**src/sv/fat12cw_pkg.sv**
```systemverilog
`timescale 1ns / 1ps

package fat12cw_pkg;

    // Field widths of the stream items
    localparam int unsigned TBL_ADDR_W = 13;
    localparam int unsigned BYTE_W     = 8;
    localparam int unsigned CLUSTER_W  = 12;
    localparam int unsigned SECTOR_W   = 20;
    localparam int unsigned START_W    = 16;
    localparam int unsigned SPC_W      = 8;

    // Cluster value limits
    localparam logic [CLUSTER_W-1:0] FIRST_DATA = 12'h002;
    localparam logic [CLUSTER_W-1:0] END_MARK   = 12'hFF8;
    localparam logic [SECTOR_W-1:0]  SECTOR_MAX = 20'hFFFFF;

    // Item operations carried in s_tuser
    typedef enum logic [1:0] {
        OP_WRITE   = 2'd0,
        OP_START   = 2'd1,
        OP_ADVANCE = 2'd2
    } op_t;

    // Configuration register indexes
    localparam logic [1:0] CFG_DATA_START = 2'd0;
    localparam logic [1:0] CFG_SPC        = 2'd1;

    // Single-port table access
    typedef struct packed {
        logic                  we;
        logic [TBL_ADDR_W-1:0] addr;
        logic [BYTE_W-1:0]     wdata;
    } tbl_req_t;

    // One result item
    typedef struct packed {
        logic                 bad_cluster;
        logic                 chain_end;
        logic [CLUSTER_W-1:0] current_cluster;
        logic [SECTOR_W-1:0]  sector_address;
    } result_t;

endpackage

```
**src/sv/fat12cw_sector.sv**
```systemverilog
`timescale 1ns / 1ps

module fat12cw_sector (
    input  logic                                 aclk,
    input  logic                                 load,
    input  logic [fat12cw_pkg::CLUSTER_W-1:0]    cluster,
    input  logic [fat12cw_pkg::START_W-1:0]      data_start,
    input  logic [fat12cw_pkg::SPC_W-1:0]        spc,
    output fat12cw_pkg::result_t                 result
);

    logic [fat12cw_pkg::SECTOR_W-1:0]  product_reg, product_next;
    logic [fat12cw_pkg::START_W-1:0]   start_reg, start_next;
    logic [fat12cw_pkg::CLUSTER_W-1:0] cluster_reg, cluster_next;
    logic                              end_reg, end_next;
    logic                              bad_reg, bad_next;
    logic [fat12cw_pkg::CLUSTER_W-1:0] rel_cluster;
    logic [fat12cw_pkg::SECTOR_W:0]    sum;

    // Stage one: flags and cluster offset times sectors per cluster
    always_comb begin
        rel_cluster  = cluster - fat12cw_pkg::FIRST_DATA;
        product_next = product_reg;
        start_next   = start_reg;
        cluster_next = cluster_reg;
        end_next     = end_reg;
        bad_next     = bad_reg;
        if (load) begin
            product_next = fat12cw_pkg::SECTOR_W'(rel_cluster) *
                           fat12cw_pkg::SECTOR_W'(spc);
            start_next   = data_start;
            cluster_next = cluster;
            end_next     = (cluster >= fat12cw_pkg::END_MARK);
            bad_next     = (cluster < fat12cw_pkg::FIRST_DATA);
        end
    end

    always_ff @(posedge aclk) begin
        product_reg <= product_next;
        start_reg   <= start_next;
        cluster_reg <= cluster_next;
        end_reg     <= end_next;
        bad_reg     <= bad_next;
    end

    // Stage two: add data start, saturate, zero when not a data cluster
    always_comb begin
        sum = {1'b0, product_reg} + (fat12cw_pkg::SECTOR_W + 1)'(start_reg);
        result.current_cluster = cluster_reg;
        result.chain_end       = end_reg;
        result.bad_cluster     = bad_reg;
        if (end_reg || bad_reg) begin
            result.sector_address = '0;
        end else if (sum[fat12cw_pkg::SECTOR_W]) begin
            result.sector_address = fat12cw_pkg::SECTOR_MAX;
        end else begin
            result.sector_address = sum[fat12cw_pkg::SECTOR_W-1:0];
        end
    end

endmodule

```
**config.mk**
```make
export PLATFORM = sky130hd
export DESIGN_NAME = fat12cw_sector
export DESIGN_NICKNAME = d
export VERILOG_FILES = /design/src/sv/fat12cw_pkg.sv /design/src/sv/fat12cw_sector.sv
export SDC_FILE = /design/constraint.sdc
export NUM_CORES = 1
export LEC_CHECK = 0
export BUFFER_PORTS_ARGS = -buffer_cell sky130_fd_sc_hd__buf_2
export CORE_AREA = 8 8 104 106
export DETAILED_ROUTE_END_ITERATION = 12
export DIE_AREA = 0 0 112 114
export PLACE_DENSITY = 0.86
export SLEW_MARGIN = 25
export SYNTH_ARGS = -nofsm -noshare
export SYNTH_HDL_FRONTEND = slang
export SYNTH_SLANG_ARGS = --single-unit
```
**constraint.sdc**
```tcl
create_clock -name aclk -period 10.5 [get_ports aclk]
set_clock_uncertainty 0.1 [all_clocks]
set_input_delay 1.05 -clock aclk [delete_from_list [all_inputs] [get_ports aclk]]
set_output_delay 1.05 -clock aclk [all_outputs]
set_load 0.02 [all_outputs]
```
==> results.txt <==
- The run finished with clean final reports.
- Clock-pin slew was measured on the worst setup and hold paths at 0.10 ns.
- Cell count along the critical path: 21
- In this run the static leakage power is 2.96 nW.
* Row Count: 35
- 0 antenna diodes ended up in the layout.
- STA classifies the critical path startpoint as a primary input.
* Top cells by area in the synthesized netlist: edfxtp_1, fa_1, ha_1, inv_1, nor2b_1
- Average via count per standard cell: 5.68
- In this run the tool buffered the top-level ports with 71 buffer cells.
* Post-synthesis mux area share: 0
- Via count of the first global-routing pass: 4509
- Layout cells sized above 1: 0.142
* Die Width: 112 um
- Synthesis inferred 50 register bits.
* Clock tree from TritonCTS: done
- Vias: 4265
- For this configuration, the core starts out at a cell density of 0.636.
- Library cells used by synthesis: 51
- At the pin with the least slew margin, the transition time is 0.703 ns.
* Count of yosys warnings during synthesis: 0
- Including well taps, the total number of placed cells is 743.
- In the global route stage, overall resource usage came out at 0.204.
- Routed Antenna Nets: 0
- Together, buffers and inverters on the worst path number 4.
- Cells along the critical path: buf_2, inv_1, ha_1, nand3b_1, nor3_1, xnor2_1, nor2b_1, fa_1, fa_1, fa_1, inv_1, fa_1, inv_1, ha_1, nand2_1, nor2_1, o21ai_0, o21bai_1, a21bo_1, a221oi_2, xnor2_1
- Headroom to the max-slew limit: 0.528
* Synth area leader: edfxtp_1
- The most used flip-flop cell after synthesis is edfxtp_1.
* EDFF count, synth: 50
- Slowest CP cell: fa_1
* DRC errors left: 0
* Number of primary I/O pins: 72
* Clk buf depth: 2
- Adder and majority gate portion of the synthesized area: 0.334
- At the worst endpoint, the arrival time is 6.15 ns.
* Count of clock tree sinks: 50
- Summing all placed instances gives a cell area of 0.00622 mm^2.
* Antenna violations before repair: 0
- Overall routed net length: 12.6 mm
- The first global-routing pass estimated 21.3 mm of wire.
* Delay of the slowest cell on the worst path: 0.55 ns
- CTS-repair resized insts: 0
- XOR/XNOR share of the synthesized area: 0.0545
- Fraction of the core area covered by cells at the end of the flow: 0.694
- Max FFs per register: 20
- STA classifies the critical path endpoint as a flip-flop.
- Cell count after synthesis: 574
- In the final design database the tool counted 795 nets.
- The floorplan step set the die height to 114 um.
* Cell family with most CP delay: adder cells
- After clock tree synthesis, the setup repair step added 0 buffers.
- After global routing the overflow that remains totals 0.
- Portion of the post-synthesis area used by sequential elements: 0.259
* Busiest layer in global routing: met2
* Share of synthesized flip-flops with an asynchronous set or reset: 0
- After detailed routing, the average wire length per cell comes to 16.8 um.
- By area, the combinational part of the netlist is dominated by adder cells.
- The average instance in the mapped netlist occupies 10.1 um^2.
* Pin count of the biggest net entering global routing: 51
- Root Buffer Master: clkbuf_8
* Crit Path Max Fanout: 10
* Total iterations of the first detailed-routing run: 4
- Setup CP Type: primary input to flip-flop
* Starting DRT DRC Count: 146
- Count of H-tree levels built during CTS: 2
- Setup repair after global routing left no endpoint under its margin.
* M3 GR Usage: 0.0280
* Post-route worst hold slack: 0.813 ns
- Gp weighted congestion: 0.953
- Final critical-path required period: 6.19 ns
* Synthesized netlist net count: 730
- The core region is 0.00911 mm^2.
* Setup TNS: 0 ns
* Count of hold buffers inserted by post-cts repair: 0
* Count of cells along the worst hold path: 1
- IR analysis of the VDD net gives a maximum drop of 0.102 mV.
- Met1 layer usage reported by global route: 0.256
- Power density over the cells: 225 mW/mm^2
- Share of the synthesized area in compound gates (AO/OA/AOI/OAI): 0.117
* Synthesized area: 0.00579 mm^2
* Half-perimeter wire length of the detailed placement result: 10.4 mm
- MaxCap Viol Count: 0
* Number of buffers created by CTS: 5
- Final Slew Violations: 0
* Worst hold path type: primary input to flip-flop
- Final setup fails: 0
* Final standard cell area without fillers: 0.00632 mm^2
* Die outline area: 0.0128 mm^2
- Data on the critical path is required at its endpoint by 10.46 ns.
- Critical Path Most Common Cell: fa_1
- Synthesis-to-layout area growth: 9.10%
- The share of synthesized area in the top cell type comes to 0.259.
- Final Hold Fails: 0
* Met2 GRT Util: 0.350
- Based on the critical path, the design can be clocked at up to 161 MHz.
- For this run, the number of standard cells in the final layout without fillers is 751.
- Of the total synthesized cell area, the portion taken by AND, OR, NAND and NOR gates is 0.169.
* Ratio of final minimum period to clock period: 0.590
-- worst paths after layout --
path                         endpoint  slack [ns]           from
worst max-delay path  product_reg[19]        4.31     cluster[1]
worst min-delay path     start_reg[1]        0.81  data_start[1]
-- cell usage after synthesis (15+ instances only) --
cell type,count
xor2_1,16
nor2_1,15
xnor2_1,20
and2_1,29
nor2b_1,52
a21oi_1,38
inv_1,87
nand2_1,29
ha_1,57
edfxtp_1,50
fa_1,61
-- placed cells by master, fill, tap and decap left out, drive strengths merged, types with 2 or more instances in the layout --
cell type,n
inv,87
buf,71
fa,61
ha,57
nor2b,52
edfxtp,50
a21oi,38
nand2,29
and2,29
xnor2,20
xor2,16
nor2,15
o21ai,15
nor3,14
nand2b,12
a21o,10
o21bai,5
clkbuf,5
nand3,5
a31oi,4
nand4,4
a211oi,4
o21a,3
and3,3
a221oi,3
o31ai,3
nand3b,2
o211a,2
or4,2
a31o,2
clkinv,2
-- cells by family (layout without fill, tap and decap cells) --
family | Yosys count | count (layout)
simple gates | 171 | 171
fa+ha+maj | 118 | 118
buf+inv | 100 | 166
compound gates | 99 | 99
flops | 50 | 50
xor+xnor | 36 | 36
-- through the flow --
stage	setup slack [ns]	total power, W
floorplan	4.71	0.00110
global placement	4.23	0.00125
detailed placement	3.98	0.00130
CTS	4.32	0.00142
global route	3.88	0.00156
finish	4.31	0.00142
-- where the power goes --
| part | internal, W | total, W | leakage (nW) | switching (W) |
|---|---|---|---|---|
| Combinational | 0.000417 | 0.000986 | 2.43 | 0.000569 |
| Sequential | 0.000301 | 0.000322 | 0.488 | 0.0000219 |
| Clock | 0.0000470 | 0.000115 | 0.0441 | 0.0000684 |
| Total | 0.000764 | 0.00142 | 2.96 | 0.000660 |
-- area by class of cell --
cell class	count	area (um^2)
Sequential cell	50	1500
Fill cell	680	2790
Timing Repair Buffer	71	358
Tap cell	111	139
Clock inverter	3	21.3
Clock buffer	5	68.8
Inverter	87	327
Multi-Input combinational cell	424	3900
-- per-layer routing --
metal	vias up	wire length [um]
li1	2049	-
met3	24	745
met2	143	5960
met1	2049	5550
met5	-	0
met4	0	327
Note: power is estimated with default switching activity, not from simulation.
